===== src/sv/cle_pkg.sv =====
// Shared types and constants for the console line editor.
// Used by the controller, the datapath and the top level; depends on nothing.
package cle_pkg;

    localparam int LINE_DEPTH_DEFAULT = 32;

    localparam int CHAR_W  = 8;
    localparam int LIMIT_W = 6;
    localparam int CFG_W   = 6;
    localparam int CFG_IDX_W = 2;

    localparam logic [CHAR_W-1:0] CH_EOT = 8'h04;
    localparam logic [CHAR_W-1:0] CH_BS  = 8'h08;
    localparam logic [CHAR_W-1:0] CH_LF  = 8'h0a;
    localparam logic [CHAR_W-1:0] CH_CR  = 8'h0d;
    localparam logic [CHAR_W-1:0] CH_SP  = 8'h20;
    localparam logic [CHAR_W-1:0] CH_DEL = 8'h7f;

    localparam logic [CFG_IDX_W-1:0] REG_ECHO_ENABLE = 2'd0;
    localparam logic [CFG_IDX_W-1:0] REG_CR_TO_NL    = 2'd1;
    localparam logic [CFG_IDX_W-1:0] REG_READ_LIMIT  = 2'd2;

    localparam logic [LIMIT_W-1:0] LIMIT_RESET = 6'd32;

    typedef enum logic [1:0] {
        KIND_ECHO  = 2'd0,
        KIND_LINE  = 2'd1,
        KIND_EMPTY = 2'd2,
        KIND_EOF   = 2'd3
    } kind_t;

    typedef enum logic [2:0] {
        SEL_CHAR,
        SEL_BS,
        SEL_SP,
        SEL_LINE,
        SEL_EMPTY,
        SEL_EOF
    } sel_t;

    typedef enum logic [3:0] {
        ST_IDLE,
        ST_CLASSIFY,
        ST_ERASE_BS1,
        ST_ERASE_SP,
        ST_ERASE_BS2,
        ST_ECHO,
        ST_DISPATCH,
        ST_REL_PRIME,
        ST_REL_EMIT,
        ST_MARK
    } state_t;

    typedef struct packed {
        logic accept;
        logic dec_fill;
        logic store;
        logic clear_fill;
        logic idx_clear;
        logic idx_inc;
        logic out_load;
        sel_t out_sel;
        logic out_last;
    } cmd_t;

    typedef struct packed {
        logic is_erase;
        logic is_eot;
        logic echo_en;
        logic fill_zero;
        logic release_line;
        logic idx_last;
        logic out_free;
    } status_t;

endpackage


===== src/sv/cle_ram.sv =====
// Generic single-write, single-read RAM with registered read data.
// Stands alone; no package dependency.
module cle_ram #(
    parameter int WIDTH = 8,
    parameter int DEPTH = 32
) (
    input  logic                                   clk,
    input  logic                                   we,
    input  logic [(DEPTH > 1 ? $clog2(DEPTH) : 1)-1:0] waddr,
    input  logic [WIDTH-1:0]                       wdata,
    input  logic [(DEPTH > 1 ? $clog2(DEPTH) : 1)-1:0] raddr,
    output logic [WIDTH-1:0]                       rdata
);

    logic [WIDTH-1:0] mem [DEPTH];

    always_ff @(posedge clk)
    begin
        if (we)
        begin
            mem[waddr] <= wdata;
        end
        rdata <= mem[raddr];
    end

endmodule


===== src/sv/cle_ctrl.sv =====
// Controller state machine for the console line editor.
// Depends on cle_pkg for the state, command and status types.
module cle_ctrl (
    input  logic             clk,
    input  logic             rst_n,
    input  logic             in_valid,
    output logic             in_stall,
    input  cle_pkg::status_t status,
    output cle_pkg::cmd_t    cmd
);

    cle_pkg::state_t state_reg;
    cle_pkg::state_t state_next;

    always_ff @(posedge clk or negedge rst_n)
    begin
        if (!rst_n)
        begin
            state_reg <= cle_pkg::ST_IDLE;
        end
        else
        begin
            state_reg <= state_next;
        end
    end

    always_comb
    begin
        state_next = state_reg;
        unique case (state_reg)
            cle_pkg::ST_IDLE:
            begin
                if (in_valid)
                begin
                    state_next = cle_pkg::ST_CLASSIFY;
                end
            end
            cle_pkg::ST_CLASSIFY:
            begin
                if (status.is_erase)
                begin
                    state_next = status.echo_en ? cle_pkg::ST_ERASE_BS1 : cle_pkg::ST_IDLE;
                end
                else
                begin
                    state_next = status.echo_en ? cle_pkg::ST_ECHO : cle_pkg::ST_DISPATCH;
                end
            end
            cle_pkg::ST_ERASE_BS1:
            begin
                if (status.out_free)
                begin
                    state_next = cle_pkg::ST_ERASE_SP;
                end
            end
            cle_pkg::ST_ERASE_SP:
            begin
                if (status.out_free)
                begin
                    state_next = cle_pkg::ST_ERASE_BS2;
                end
            end
            cle_pkg::ST_ERASE_BS2:
            begin
                if (status.out_free)
                begin
                    state_next = cle_pkg::ST_IDLE;
                end
            end
            cle_pkg::ST_ECHO:
            begin
                if (status.out_free)
                begin
                    state_next = cle_pkg::ST_DISPATCH;
                end
            end
            cle_pkg::ST_DISPATCH:
            begin
                if (status.is_eot)
                begin
                    state_next = status.fill_zero ? cle_pkg::ST_MARK : cle_pkg::ST_REL_PRIME;
                end
                else
                begin
                    state_next = status.release_line ? cle_pkg::ST_REL_PRIME : cle_pkg::ST_IDLE;
                end
            end
            cle_pkg::ST_REL_PRIME:
            begin
                state_next = cle_pkg::ST_REL_EMIT;
            end
            cle_pkg::ST_REL_EMIT:
            begin
                if (status.out_free && status.idx_last)
                begin
                    state_next = status.is_eot ? cle_pkg::ST_MARK : cle_pkg::ST_IDLE;
                end
            end
            cle_pkg::ST_MARK:
            begin
                if (status.out_free)
                begin
                    state_next = cle_pkg::ST_IDLE;
                end
            end
            default:
            begin
                state_next = cle_pkg::ST_IDLE;
            end
        endcase
    end

    always_comb
    begin
        cmd         = '0;
        cmd.out_sel = cle_pkg::SEL_CHAR;
        in_stall    = 1'b1;
        unique case (state_reg)
            cle_pkg::ST_IDLE:
            begin
                in_stall   = 1'b0;
                cmd.accept = in_valid;
            end
            cle_pkg::ST_CLASSIFY:
            begin
                cmd.dec_fill = status.is_erase;
                cmd.store    = !status.is_erase && !status.is_eot;
            end
            cle_pkg::ST_ERASE_BS1:
            begin
                cmd.out_load = status.out_free;
                cmd.out_sel  = cle_pkg::SEL_BS;
            end
            cle_pkg::ST_ERASE_SP:
            begin
                cmd.out_load = status.out_free;
                cmd.out_sel  = cle_pkg::SEL_SP;
            end
            cle_pkg::ST_ERASE_BS2:
            begin
                cmd.out_load = status.out_free;
                cmd.out_sel  = cle_pkg::SEL_BS;
                cmd.out_last = 1'b1;
            end
            cle_pkg::ST_ECHO:
            begin
                cmd.out_load = status.out_free;
                cmd.out_sel  = cle_pkg::SEL_CHAR;
                cmd.out_last = !status.is_eot && !status.release_line;
            end
            cle_pkg::ST_DISPATCH:
            begin
                cmd.idx_clear = 1'b1;
            end
            cle_pkg::ST_REL_PRIME:
            begin
                cmd.idx_clear = 1'b1;
            end
            cle_pkg::ST_REL_EMIT:
            begin
                cmd.out_load   = status.out_free;
                cmd.out_sel    = cle_pkg::SEL_LINE;
                cmd.out_last   = status.idx_last && !status.is_eot;
                cmd.idx_inc    = status.out_free;
                cmd.clear_fill = status.out_free && status.idx_last && !status.is_eot;
            end
            cle_pkg::ST_MARK:
            begin
                cmd.out_load   = status.out_free;
                cmd.out_sel    = status.fill_zero ? cle_pkg::SEL_EMPTY : cle_pkg::SEL_EOF;
                cmd.out_last   = 1'b1;
                cmd.clear_fill = status.out_free;
            end
            default:
            begin
                in_stall = 1'b1;
            end
        endcase
    end

    a_load_when_free: assert property (@(posedge clk) disable iff (!rst_n)
        cmd.out_load |-> status.out_free)
        else $error("result loaded while output register is occupied");

    a_accept_only_idle: assert property (@(posedge clk) disable iff (!rst_n)
        cmd.accept |=> (state_reg == cle_pkg::ST_CLASSIFY))
        else $error("accepted character not classified next cycle");

    a_erase_echo_order: assert property (@(posedge clk) disable iff (!rst_n)
        (state_reg == cle_pkg::ST_ERASE_BS1 && status.out_free)
            |=> (state_reg == cle_pkg::ST_ERASE_SP))
        else $error("erase echo sequence broken");

endmodule


===== src/sv/cle_dp.sv =====
// Datapath for the console line editor: configuration, line store, fill
// count, release index and output register. Depends on cle_pkg and cle_ram.
module cle_dp #(
    parameter int LINE_DEPTH = cle_pkg::LINE_DEPTH_DEFAULT
) (
    input  logic                          clk,
    input  logic                          rst_n,
    input  logic                          cfg_we,
    input  logic [cle_pkg::CFG_IDX_W-1:0] cfg_index,
    input  logic [cle_pkg::CFG_W-1:0]     cfg_data,
    input  logic [cle_pkg::CHAR_W-1:0]    rx_char,
    input  logic                          out_stall,
    input  cle_pkg::cmd_t                 cmd,
    output cle_pkg::status_t              status,
    output logic                          out_valid,
    output logic [1:0]                    kind,
    output logic [cle_pkg::CHAR_W-1:0]    data,
    output logic                          last
);

    localparam int ADDR_W = (LINE_DEPTH > 1) ? $clog2(LINE_DEPTH) : 1;
    localparam int CNT_W  = $clog2(LINE_DEPTH + 1);
    localparam int CMP_W  = (CNT_W > cle_pkg::LIMIT_W) ? CNT_W : cle_pkg::LIMIT_W;
    localparam logic [CNT_W-1:0] DEPTH_CNT = CNT_W'(LINE_DEPTH);
    localparam logic [CMP_W-1:0] DEPTH_CMP = CMP_W'(LINE_DEPTH);

    logic                         echo_reg;
    logic                         crnl_reg;
    logic [cle_pkg::LIMIT_W-1:0]  limit_reg;
    logic [cle_pkg::CHAR_W-1:0]   char_reg;
    logic [cle_pkg::CHAR_W-1:0]   char_next;
    logic [CNT_W-1:0]             fill_reg;
    logic [CNT_W-1:0]             fill_next;
    logic [CNT_W-1:0]             idx_reg;
    logic [CNT_W-1:0]             idx_next;
    logic                         out_valid_reg;
    logic                         out_valid_next;
    cle_pkg::kind_t               out_kind_reg;
    cle_pkg::kind_t               out_kind_next;
    logic [cle_pkg::CHAR_W-1:0]   out_data_reg;
    logic [cle_pkg::CHAR_W-1:0]   out_data_next;
    logic                         out_last_reg;

    logic                         ram_we;
    logic [cle_pkg::CHAR_W-1:0]   ram_rdata;
    logic                         has_room;
    logic [CMP_W-1:0]             limit_eff;
    logic [CNT_W:0]               idx_plus;

    always_ff @(posedge clk or negedge rst_n)
    begin
        if (!rst_n)
        begin
            echo_reg  <= 1'b1;
            crnl_reg  <= 1'b1;
            limit_reg <= cle_pkg::LIMIT_RESET;
        end
        else if (cfg_we)
        begin
            unique case (cfg_index)
                cle_pkg::REG_ECHO_ENABLE: echo_reg  <= cfg_data[0];
                cle_pkg::REG_CR_TO_NL:    crnl_reg  <= cfg_data[0];
                cle_pkg::REG_READ_LIMIT:  limit_reg <= cfg_data[cle_pkg::LIMIT_W-1:0];
                default:                  echo_reg  <= echo_reg;
            endcase
        end
    end

    always_comb
    begin
        char_next = char_reg;
        if (cmd.accept)
        begin
            char_next = (crnl_reg && rx_char == cle_pkg::CH_CR) ? cle_pkg::CH_LF : rx_char;
        end
    end

    assign has_room = (fill_reg < DEPTH_CNT);
    assign ram_we   = cmd.store && has_room;

    always_comb
    begin
        fill_next = fill_reg;
        priority if (cmd.clear_fill)
        begin
            fill_next = '0;
        end
        else if (cmd.dec_fill && fill_reg != '0)
        begin
            fill_next = fill_reg - CNT_W'(1);
        end
        else if (ram_we)
        begin
            fill_next = fill_reg + CNT_W'(1);
        end
    end

    always_comb
    begin
        priority if (cmd.idx_clear)
        begin
            idx_next = '0;
        end
        else if (cmd.idx_inc)
        begin
            idx_next = idx_reg + CNT_W'(1);
        end
        else
        begin
            idx_next = idx_reg;
        end
    end

    always_comb
    begin
        limit_eff = CMP_W'(limit_reg);
        if (limit_eff == '0)
        begin
            limit_eff = CMP_W'(1);
        end
        else if (limit_eff > DEPTH_CMP)
        begin
            limit_eff = DEPTH_CMP;
        end
    end

    assign idx_plus = {1'b0, idx_reg} + (CNT_W + 1)'(1);

    always_comb
    begin
        status.is_erase     = (char_reg == cle_pkg::CH_BS) || (char_reg == cle_pkg::CH_DEL);
        status.is_eot       = (char_reg == cle_pkg::CH_EOT);
        status.echo_en      = echo_reg;
        status.fill_zero    = (fill_reg == '0);
        status.release_line = (char_reg == cle_pkg::CH_LF) || (CMP_W'(fill_reg) >= limit_eff);
        status.idx_last     = (idx_plus == {1'b0, fill_reg});
        status.out_free     = !out_valid_reg || !out_stall;
    end

    cle_ram #(
        .WIDTH (cle_pkg::CHAR_W),
        .DEPTH (LINE_DEPTH)
    ) u_line_ram (
        .clk   (clk),
        .we    (ram_we),
        .waddr (fill_reg[ADDR_W-1:0]),
        .wdata (char_reg),
        .raddr (idx_next[ADDR_W-1:0]),
        .rdata (ram_rdata)
    );

    always_comb
    begin
        out_valid_next = out_valid_reg && out_stall;
        if (cmd.out_load)
        begin
            out_valid_next = 1'b1;
        end
    end

    always_comb
    begin
        unique case (cmd.out_sel)
            cle_pkg::SEL_CHAR:
            begin
                out_kind_next = cle_pkg::KIND_ECHO;
                out_data_next = char_reg;
            end
            cle_pkg::SEL_BS:
            begin
                out_kind_next = cle_pkg::KIND_ECHO;
                out_data_next = cle_pkg::CH_BS;
            end
            cle_pkg::SEL_SP:
            begin
                out_kind_next = cle_pkg::KIND_ECHO;
                out_data_next = cle_pkg::CH_SP;
            end
            cle_pkg::SEL_LINE:
            begin
                out_kind_next = cle_pkg::KIND_LINE;
                out_data_next = ram_rdata;
            end
            cle_pkg::SEL_EMPTY:
            begin
                out_kind_next = cle_pkg::KIND_EMPTY;
                out_data_next = '0;
            end
            cle_pkg::SEL_EOF:
            begin
                out_kind_next = cle_pkg::KIND_EOF;
                out_data_next = '0;
            end
            default:
            begin
                out_kind_next = cle_pkg::KIND_EOF;
                out_data_next = '0;
            end
        endcase
    end

    always_ff @(posedge clk or negedge rst_n)
    begin
        if (!rst_n)
        begin
            fill_reg      <= '0;
            idx_reg       <= '0;
            out_valid_reg <= 1'b0;
        end
        else
        begin
            fill_reg      <= fill_next;
            idx_reg       <= idx_next;
            out_valid_reg <= out_valid_next;
        end
    end

    always_ff @(posedge clk)
    begin
        char_reg <= char_next;
        if (cmd.out_load)
        begin
            out_kind_reg <= out_kind_next;
            out_data_reg <= out_data_next;
            out_last_reg <= cmd.out_last;
        end
    end

    assign out_valid = out_valid_reg;
    assign kind      = out_kind_reg;
    assign data      = out_data_reg;
    assign last      = out_last_reg;

    a_fill_bound: assert property (@(posedge clk) disable iff (!rst_n)
        fill_reg <= DEPTH_CNT)
        else $error("fill count beyond line depth");

    a_line_idx_in_fill: assert property (@(posedge clk) disable iff (!rst_n)
        (cmd.out_load && cmd.out_sel == cle_pkg::SEL_LINE) |-> (idx_reg < fill_reg))
        else $error("line byte read past stored fill");

    a_load_sets_valid: assert property (@(posedge clk) disable iff (!rst_n)
        cmd.out_load |=> out_valid_reg)
        else $error("loaded result not presented");

endmodule


===== src/sv/console_line_editor_top.sv =====
// Console line editor top level: one character per transfer in, 0 to
// LINE_DEPTH+1 results out. An item with no result passes the classify state only
// (erase, echo off) or the classify and dispatch states. A line release sends one
// line byte per cycle from the line RAM read port while the output is unstalled.
// One item is worked at a time. Reset clears fill count and output valid, restores
// echo on, CR-to-LF on, read limit 32; line store contents stay undefined.
module console_line_editor_top #(
    parameter int LINE_DEPTH = cle_pkg::LINE_DEPTH_DEFAULT
) (
    input  logic                          clk,
    input  logic                          rst_n,
    input  logic                          cfg_we,
    input  logic [cle_pkg::CFG_IDX_W-1:0] cfg_index,
    input  logic [cle_pkg::CFG_W-1:0]     cfg_data,
    input  logic                          in_valid,
    output logic                          in_stall,
    input  logic [cle_pkg::CHAR_W-1:0]    rx_char,
    output logic                          out_valid,
    input  logic                          out_stall,
    output logic [1:0]                    kind,
    output logic [cle_pkg::CHAR_W-1:0]    data,
    output logic                          last
);

    cle_pkg::cmd_t    cmd;
    cle_pkg::status_t status;

    cle_ctrl u_ctrl (
        .clk      (clk),
        .rst_n    (rst_n),
        .in_valid (in_valid),
        .in_stall (in_stall),
        .status   (status),
        .cmd      (cmd)
    );

    cle_dp #(
        .LINE_DEPTH (LINE_DEPTH)
    ) u_dp (
        .clk       (clk),
        .rst_n     (rst_n),
        .cfg_we    (cfg_we),
        .cfg_index (cfg_index),
        .cfg_data  (cfg_data),
        .rx_char   (rx_char),
        .out_stall (out_stall),
        .cmd       (cmd),
        .status    (status),
        .out_valid (out_valid),
        .kind      (kind),
        .data      (data),
        .last      (last)
    );

endmodule

===== config.mk =====
export PLATFORM = sky130hd
export DESIGN_NAME = console_line_editor_top
export DESIGN_NICKNAME = d
export VERILOG_FILES = /design/src/sv/cle_pkg.sv /design/src/sv/cle_ram.sv /design/src/sv/cle_ctrl.sv /design/src/sv/cle_dp.sv /design/src/sv/console_line_editor_top.sv
export SDC_FILE = /design/constraint.sdc
export NUM_CORES = 1
export LEC_CHECK = 0
export BUFFER_PORTS_ARGS = -buffer_cell sky130_fd_sc_hd__buf_2
export CORE_ASPECT_RATIO = 1.4
export CORE_MARGIN = 1
export CORE_UTILIZATION = 42
export CTS_BUF_LIST = sky130_fd_sc_hd__clkbuf_4 sky130_fd_sc_hd__clkbuf_8
export CTS_CLUSTER_SIZE = 10
export DETAILED_ROUTE_END_ITERATION = 8
export GPL_TIMING_DRIVEN = 1
export PLACE_DENSITY = 0.61
export SYNTH_ARGS = -nofsm -noshare
export SYNTH_HDL_FRONTEND = slang
export SYNTH_SLANG_ARGS = --single-unit

===== constraint.sdc =====
create_clock -name clk -period 4.25 [get_ports clk]
set_input_delay 0.2125 -clock clk [delete_from_list [all_inputs] [get_ports clk]]
set_output_delay 0.2125 -clock clk [all_outputs]
set_load 0.02 [all_outputs]

==> results of run 1 <==
worst paths after layout:
path | from | endpoint | slack (ns)
worst max-delay path | u_ctrl.state_reg[0] | u_dp.u_line_ram.rdata[1] | 0.49
worst min-delay path | cfg_index[0] | u_dp.crnl_reg | 0.02
worst max register to register | u_ctrl.state_reg[0] | u_dp.u_line_ram.rdata[1] | 0.49
worst min register to register | u_dp.limit_reg[0] | u_dp.limit_reg[0] | 0.54
max in group asynchronous | rst_n | u_ctrl.state_reg[2] | 3.61
min in group asynchronous | rst_n | u_dp.idx_reg[1] | 0.21
what timing repair did:
| action | CTS | global route |
|---|---|---|
| gates resized for setup | 0 | 0 |
| hold endpoints to repair | 38 | 0 |
| hold buffers | 15 | 0 |
cell usage in the layout, fill, tap and decap left out, drive strengths merged, types with 9 or more instances in the layout:
master,count
buf,65
and3,9
a21oi,122
nor2,64
ha,12
nand3,61
a22oi,16
xnor2,9
o22ai,10
dlygate4sd3,15
o21ai,16
clkbuf,59
nor3,11
nand2,230
clkinv,15
dfrtp,22
edfxtp,275
mux2,10
a31oi,16
inv,12
power groups by stage:
stage | clock network (mW) | registers [mW] | logic, mW
floorplan | 0 | 3.91 | 1.52
global route | 2.43 | 3.84 | 2.60
detailed placement | 0 | 3.88 | 2.37
CTS | 2.31 | 3.82 | 2.39
global placement | 0 | 3.88 | 2.35
finish | 2.27 | 3.82 | 2.38
area by class of cell:
| class | instances | area (sq um) |
|---|---|---|
| Fill cell | 2711 | 15980 |
| Sequential cell | 308 | 9047 |
| Multi-Input combinational cell | 694 | 3737 |
| Clock buffer | 59 | 730.7 |
| Timing Repair Buffer | 80 | 580.6 |
| Tap cell | 390 | 488.0 |
| Clock inverter | 15 | 92.59 |
| Inverter | 14 | 57.56 |
logic make-up (layout without fill, tap and decap cells):
group           count (synthesis)  in the layout  synth area share
flops                         308            308            0.6898
fa+ha+maj                      13             13           0.01297
simple gates                  424            424            0.1421
compound gates                227            227            0.1055
xor+xnor                       12             12          0.008014
mux                            18             18           0.01565
buf+inv                        75            168           0.02585
per-stage QoR:
step                cell area, sq um  instances  hold WS [ns]
finish                         14730       1560       0.02389
global route                   14730       1560      0.008495
CTS                            14730       1560      0.002110
detailed placement             13760       1471        0.2702
global placement               13760       1471        0.2707
floorplan                      13120       1077      -0.08309
per-layer routing:
metal / wire length [um] / GRT usage
met1: 12950 / 0.2625
met2: 17280 / 0.3736
met3: 1887 / 0.03564
met4: 1700 / 0.1159
met5: 0 / 0
worst min-delay path, cell delays in order:
cell and delay (ns):
buf_2 0.11, nand3b_1 0.09, mux2_2 0.15
==> results.py, run 1 <==
metrics = {
    "critical_path": {
        "worst_setup_path_end_kind": "flop",
        "cp_top_family": "simple AND/OR/NAND/NOR gates",
        "path_buf_inv": 2,
        "worst-setup-path-type": "flop to flop",
        "critical_path.startpoint_type": "flop",
        "slowest_stage": "or4b_1",
        "worstRegToRegCells": 10,
        "worstPathRequired_ns": 4.71,
        "crit_fanout": 45,
        "cp.arrival_ns": 4.21,
        "max_stage_delay_ns": 0.69,
        "crit_chain": "or4b_1 > or3_1 > and2_4 > clkinv_4 > buf_4 > a21oi_1 > a22oi_1 > o22ai_1 > or4_1 > a31oi_1",
        "cp.depth": 10,
    },
    "cells_and_area": {
        "regMostFlops": "u_dp.u_line_ram.mem",
        "drive_gt1_frac": 0.1333,
        "nNetsFinal": 1175,
        "diodes": 0,
        "largest_reg_flops": 256,
        "finish.utilization": 0.4797,
        "area_delta_synth_final_pct": 12.34,
    },
    "floorplan": {
        "rows": 76,
        "core_sq_um": 30710,
        "dieArea_sq_um": 31950,
        "initial_utilization": 0.4270,
        "io_pins": 34,
        "die_w_um": 151.3,
        "fp.dieH_um": 211.1,
    },
    "routing": {
        "drtPass1Iterations": 5,
        "vias": 8836,
        "routed_wl_um": 33810,
        "ant_nets": 0,
        "viasPerCell": 5.664,
        "drt_iter0_markers": 677,
        "drc_errors": 0,
        "wl_per_cell_um": 21.68,
    },
    "synth": {
        "synth-edff-count": 275,
        "yosysTopAreaCell": "edfxtp_1",
        "synthesis.nets": 1111,
        "syn_avg_cell_area_sq_um": 12.18,
        "yosys_warnings": 0,
        "seq_area_frac_synth": 0.6898,
        "synth_cell_type_count": 64,
        "async_reset_ff_frac": 0.08117,
        "syn_area_sq_um": 13120,
        "synth_cells": 1077,
        "yosys-top-cells-area": "edfxtp_1, nand2_1, a21oi_1",
        "synth_top_area_frac": 0.6297,
        "synthTopCellsByCount": "edfxtp_1, nand2_1, a21oi_1, nor2_1, nand3_1",
        "synth_ff_type": "edfxtp_1",
        "yosysMostFrequentCell": "edfxtp_1",
        "synth_seq_cells": 308,
    },
    "placement": {
        "gp_congestion": 0.8716,
        "numPortBuffers": 33,
        "dp_slack_ns": 0.5454,
        "dpl.hpwl_um": 21260,
    },
    "flow_run": {
        "cap_violations": 0,
    },
    "sta": {
        "setup_tns_ns": 0,
        "clock_skew_ns": 0.02158,
        "max_slew_margin": 0.2073,
        "fin_crit_sh": 0.8839,
        "tightest_slew_ns": 1.173,
        "setup_viol": 0,
        "final-hold-violation-count": 0,
        "setup_ws_ns": 0.4935,
        "max_freq_ghz": 0.2662,
        "drv_slew": 0,
        "post-route-min-period_ns": 3.757,
        "rsz0062_at_grt": "false",
    },
    "grt": {
        "grt_max_degree": 91,
        "grt_remaining_overflow": 0,
        "grt_pass1_vias": 8876,
        "grt_pass1_wl_um": 51520,
        "grt_usage": 0.2189,
        "antenna_found_initial": 0,
    },
    "pwr": {
        "pwr-share-comb": 0.281,
        "switching_power_mw": 2.913,
        "p_total_mw": 8.469,
        "sw_frac_of_total": 0.3439,
        "p_leak_nw": 5.204,
        "p_seq_frac": 0.451,
        "ir_worst_vdd_v": 0.0003065,
        "p_per_area_nw_per_um2": 574.8,
        "p_int_mw": 5.556,
        "pwr-share-clk": 0.268,
    },
    "clock_network": {
        "htreeDepth": 2,
        "cts.path.max_buffers": 3,
        "clk_latency_ns": 0.58,
        "post-cts-setup-buffers": 0,
        "clk_pin_slew_ns": 0.07,
        "cts_root_buffer": "clkbuf_8",
        "cts.sinks": 308,
        "cts_made_buffers": 43,
        "cts_tree": "done",
    },
    "status": {
        "status": "completed",
    },
    "min_path": {
        "holdCritPathClass": "input pin to flop",
        "whs_path_depth": 3,
    },
}
Note: power is estimated with default switching activity, not from simulation.
==> inputs of run 2 (changes only) <==
Settings changed: CORE_ASPECT_RATIO 1.4 to not set.
Clock period 4.25 ns to 4.8 ns, I/O delays scaled along.
==> run 2 against run 1 <==
Compared with the run above:
- sequential power fell by 11%
- maximum frequency decreased by 0.41%
- global-route usage shrank 0.13 points
- combinational power is 13% lower
- die area is essentially flat
- critical endpoint is now u_dp.u_line_ram.rdata[3]
- largest power group unchanged
- highest routed layer unchanged
==> results.py, run 2 (synthesis gave the netlist of run 1 again) <==
metrics = {
    "clock_network": {
        "htreeDepth": 2,
        "cts_root_buffer": "clkbuf_8",
        "cts.path.max_buffers": 3,
        "post-cts-setup-buffers": 0,
        "cts_tree": "done",
        "post_cts.resized_instances": 0,
        "clk_pin_slew_ns": 0.06,
        "clk_latency_ns": 0.58,
        "cts.sinks": 308,
        "cts_made_buffers": 48,
    },
    "cells_and_area": {
        "largest_reg_flops": 256,
        "final_common_cell": "edfxtp_1",
        "drive_gt1_frac": 0.1364,
        "area_delta_synth_final_pct": 12.77,
        "final_cell_mix": "edfxtp_1, nand2_1, a21oi_1",
        "finish.utilization": 0.4823,
        "nNetsFinal": 1173,
        "design_area_sq_um": 14790,
        "regMostFlops": "u_dp.u_line_ram.mem",
    },
    "floorplan": {
        "initial_utilization": 0.4276,
        "rows": 64,
        "die_w_um": 178.7,
        "fp.dieH_um": 178.7,
        "dieArea_sq_um": 31940,
        "core_sq_um": 30670,
        "io_pins": 34,
    },
    "sta": {
        "setup_tns_ns": 0,
        "rsz0062_at_grt": "false",
        "clock_skew_ns": 0.02438,
        "post-route-min-period_ns": 3.772,
        "max_freq_ghz": 0.2651,
        "setup_viol": 0,
        "drv_slew": 0,
        "setup_ws_ns": 1.028,
        "max_slew_margin": 0.3321,
        "tightest_slew_ns": 1.002,
        "fin_crit_sh": 0.7858,
        "final-hold-violation-count": 0,
    },
    "placement": {
        "postPlaceCellArea_sq_um": 13700,
        "gp_congestion": 0.8701,
        "numPortBuffers": 33,
        "dp_slack_ns": 1.065,
        "dpl.hpwl_um": 20650,
    },
    "pwr": {
        "p_per_area_nw_per_um2": 517.0,
        "ir_worst_vdd_v": 0.0002922,
        "p_leak_nw": 5.224,
    },
    "critical_path": {
        "timing.rr.start": "u_ctrl.state_reg[3]",
        "worstPathRequired_ns": 5.31,
        "worst_setup_path_end_kind": "flop",
        "rrSetupSlack_ns": 1.03,
        "slowest_stage": "dfrtp_1",
        "worstRegToRegCells": 10,
        "crit_fanout": 41,
        "cp_top_family": "simple AND/OR/NAND/NOR gates",
        "reg2reg_to": "u_dp.u_line_ram.rdata[3]",
        "max_stage_delay_ns": 0.65,
        "path_buf_inv": 2,
        "worst-setup-path-type": "flop to flop",
        "cp.arrival_ns": 4.28,
        "crit_chain": "or4b_1 > or3_1 > and2_4 > clkinv_4 > buf_4 > a21oi_1 > a22oi_1 > o22ai_1 > or4_1 > a31oi_1",
        "critical_path.startpoint_type": "flop",
    },
    "grt": {
        "antenna_found_initial": 1,
        "grt_max_degree": 122,
        "grt_remaining_overflow": 0,
        "grt_pass1_wl_um": 51150,
        "grt_pass1_vias": 8560,
        "grt_usage": 0.2177,
    },
    "min_path": {
        "whs_path_depth": 3,
        "holdCritPathClass": "input pin to flop",
        "hold_end": "u_dp.crnl_reg",
        "hp-start": "cfg_index[0]",
    },
    "routing": {
        "ant_nets": 0,
        "wl_per_cell_um": 21.74,
        "viasPerCell": 5.691,
        "routed_wl_um": 34130,
        "drtPass1Iterations": 5,
        "drc_errors": 0,
        "drt_iter0_markers": 873,
        "vias": 8935,
    },
    "status": {
        "status": "completed",
    },
    "flow_run": {
        "cap_violations": 0,
    },
}
run 2: cell types whose count changed in the layout (fill, tap and decap cells not counted):
cell,delta
buf_4,-6
clkbuf_8,+5
clkinv_2,+3
buf_12,-1
clkbuf_4,+1
clkinv_1,-1
clkinv_8,+1
clkinvlp_4,+1
diode_2,+1
run 2: final cells by class:
class                   instances  area (sq um)
fillers                      2706         15880
flip-flops and latches        308          9047
multi-input cells             694          3737
clock buffers                  65         807.0
repair buffers                 73         515.5
well taps                     396         495.5
clock inverters                19         127.6
inverters                      14         57.56
diodes                          1         2.502
run 2: routing by layer:
metal,routed length [um],up-vias,global-route usage
met3,2822,56,0.04623
met5,0,-,0
li1,-,4094,-
met1,14550,4389,0.3034
met2,16020,396,0.3429
met4,735,0,0.06356
run 2: timing repair:
item                                   4_1_cts  5_1_grt
endpoints found under the hold margin       38        0
hold buffers                                15        0
setup endpoints to repair                    0        0
run 2: worst max-delay path by stage:
stage                        startpoint                        to  slack (ns)  depth (start not counted)
finish              u_ctrl.state_reg[3]  u_dp.u_line_ram.rdata[3]        1.03                         10
detailed placement     u_dp.char_reg[7]          u_dp.fill_reg[5]        1.07                         15
global placement       u_dp.char_reg[7]          u_dp.fill_reg[5]        1.09                         15
CTS                    u_dp.char_reg[7]          u_dp.fill_reg[5]        1.06                         15
floorplan              u_dp.char_reg[5]          u_dp.fill_reg[5]        1.23                         13
global route           u_dp.char_reg[1]          u_dp.fill_reg[5]        0.74                         15
run 2: tightest hold or removal path, delay by kind of cell:
kind                   cells  cell delay, ns
buffers and inverters      1            0.11
multiplexers               1            0.15
AND/OR/NAND/NOR            1            0.09
run 2: power breakdown:
part	leakage [nW]	switching [mW]	internal, mW	total, mW
clock	0.495	1.01	1.15	2.15
sequential	2.84	0.204	3.21	3.41
combinational	1.88	1.42	0.661	2.08
run 2: metrics by stage:
stage                     hold slack (ns)  power, mW  cells
after CTS                         0.03410      7.671   1569
after floorplan                  -0.05559      4.810   1077
after global routing              0.05947      8.017   1569
final                             0.05288      7.647   1570
after global placement             0.2901      5.497   1470
after detailed placement           0.2858      5.515   1470
==> inputs of run 3 (changes only) <==
Clock period 4.8 ns to 3.8 ns, I/O delays scaled along.
==> run 3 against run 2 <==
Compared with the run above:
- routed wire length down 1.8%
- core utilization increased by 0.65 points
- clock-buffer cell count up 16
- clock power is 32% higher
- final area grew 1.3%
- final cell count up 1.2%
- critical path depth is 1 lower
- total power grew 29%
- critical endpoint is now u_dp.u_line_ram.rdata[1]
- largest power group unchanged
==> results.py, run 3 (synthesis gave the netlist of run 1 again) <==
metrics = {
    "status": {
        "status": "completed",
    },
    "clock_network": {
        "clk_pin_slew_ns": 0.06,
        "cts_hold_buf": 18,
        "post_cts.resized_instances": 0,
        "post-cts-setup-buffers": 0,
        "cts.path.max_buffers": 3,
        "cts_root_buffer": "clkbuf_8",
        "cts_made_buffers": 50,
        "clk_latency_ns": 0.58,
        "cts.sinks": 308,
        "htreeDepth": 2,
        "cts_tree": "done",
    },
    "critical_path": {
        "cp.arrival_ns": 4.01,
        "slowest_stage": "or4b_1",
        "worst_setup_path_end_kind": "flop",
        "timing.rr.start": "u_ctrl.state_reg[1]",
        "crit_path_start": "u_ctrl.state_reg[1]",
        "max_stage_delay_ns": 0.57,
        "worstPathRequired_ns": 4.31,
        "crit_chain": "or4b_1 > o211ai_1 > and2_4 > buf_4 > a21oi_1 > a22oi_1 > o22ai_1 > or4_1 > a31oi_1",
        "critical_path.startpoint_type": "flop",
        "crit_fanout": 32,
        "worst-setup-path-type": "flop to flop",
    },
    "cells_and_area": {
        "regArea_sq_um": 9047,
        "final_cell_mix": "edfxtp_1, nand2_1, a21oi_1",
        "fillCellCount": 2729,
        "stdcell_count": 1589,
        "drive_gt1_frac": 0.1517,
        "nNetsFinal": 1190,
        "diodes": 0,
        "multi_input_area_sq_um": 3737,
        "regMostFlops": "u_dp.u_line_ram.mem",
        "largest_reg_flops": 256,
        "final_common_cell": "edfxtp_1",
        "area_delta_synth_final_pct": 14.29,
    },
    "pwr": {
        "p_per_area_nw_per_um2": 656.5,
        "p_leak_nw": 5.338,
        "p_total_mw": 9.840,
        "ir_worst_vdd_v": 0.0004574,
    },
    "routing": {
        "drc_errors": 0,
        "drt_iter0_markers": 953,
        "viasPerCell": 5.654,
        "vias": 8984,
        "wl_per_cell_um": 21.09,
        "drtPass1Iterations": 5,
        "routed_wl_um": 33510,
        "ant_nets": 0,
    },
    "floorplan": {
        "core_sq_um": 30670,
        "fp.dieH_um": 178.7,
        "io_pins": 34,
        "initial_utilization": 0.4276,
        "die_w_um": 178.7,
        "dieArea_sq_um": 31940,
        "rows": 64,
    },
    "sta": {
        "clock_skew_ns": 0.02107,
        "tightest_slew_ns": 1.007,
        "setup_ws_ns": 0.2960,
        "fin_crit_sh": 0.9221,
        "max_slew_margin": 0.3286,
        "final-hold-violation-count": 0,
        "setup_tns_ns": 0,
        "rsz0062_at_grt": "false",
        "post-route-min-period_ns": 3.504,
        "drv_slew": 0,
        "setup_viol": 0,
        "max_freq_ghz": 0.2854,
    },
    "grt": {
        "grt_pass1_wl_um": 50540,
        "grt_pass1_vias": 8614,
        "grt_max_degree": 88,
        "grt_usage": 0.2144,
        "grt_remaining_overflow": 0,
        "antenna_found_initial": 0,
    },
    "min_path": {
        "holdCritPathClass": "input pin to flop",
        "hp-start": "cfg_index[1]",
    },
    "flow_run": {
        "cap_violations": 0,
    },
    "placement": {
        "placed_cells": 1482,
        "dp_slack_ns": 0.2924,
        "dpl.hpwl_um": 21070,
        "gp_congestion": 0.8896,
        "numPortBuffers": 33,
    },
}
[run 3: area by class of cell]
type                            count  area share
Clock buffer                       81     0.06311
Tap cell                          396     0.03306
Timing Repair Buffer               88     0.04407
Inverter                           14    0.003840
Clock inverter                      8    0.003005
Sequential cell                   308      0.6036
Multi-Input combinational cell    694      0.2493
[run 3: metrics by stage]
stage	hold WS [ns]	util	instance area, sq um
after floorplan	-0.1056	-	13120
after global placement	0.2451	0.4506	13820
after detailed placement	0.2471	0.4506	13820
after CTS	0.009549	0.4887	14990
after global routing	0.01029	0.4887	14990
final	0.03261	0.4887	14990
[run 3: metal layers]
layer,vias to the layer above,track usage,part of all wire
li1,4141,-,-
met1,4415,0.2974,0.43
met2,351,0.3372,0.47
met3,77,0.03520,0.068
met4,0,0.08475,0.032
met5,-,0,0
[run 3: report_power, final]
part / total (mW) / switching [mW] / internal (mW)
Combinational: 2.73 / 1.83 / 0.898
Clock: 2.84 / 1.27 / 1.57
Sequential: 4.27 / 0.218 / 4.05
[run 3: critical path, delay by kind of cell, from the launching register on]
kind	cells	cell delay [ns]
buf+inv	1	0.35
simple gates	3	1.42
flops	1	0.48
compound gates	5	1.16
[run 3: path summary, 6_finish.rpt]
path	end	slack, ns	cells past startpoint
max	u_dp.u_line_ram.rdata[1]	0.30	9
min	u_dp.crnl_reg	0.03	3
max reg2reg	u_dp.u_line_ram.rdata[1]	0.30	9
min reg2reg	u_dp.limit_reg[0]	0.51	1
max in group asynchronous	u_dp.fill_reg[2]	3.17	2
min in group asynchronous	u_ctrl.state_reg[2]	0.19	2
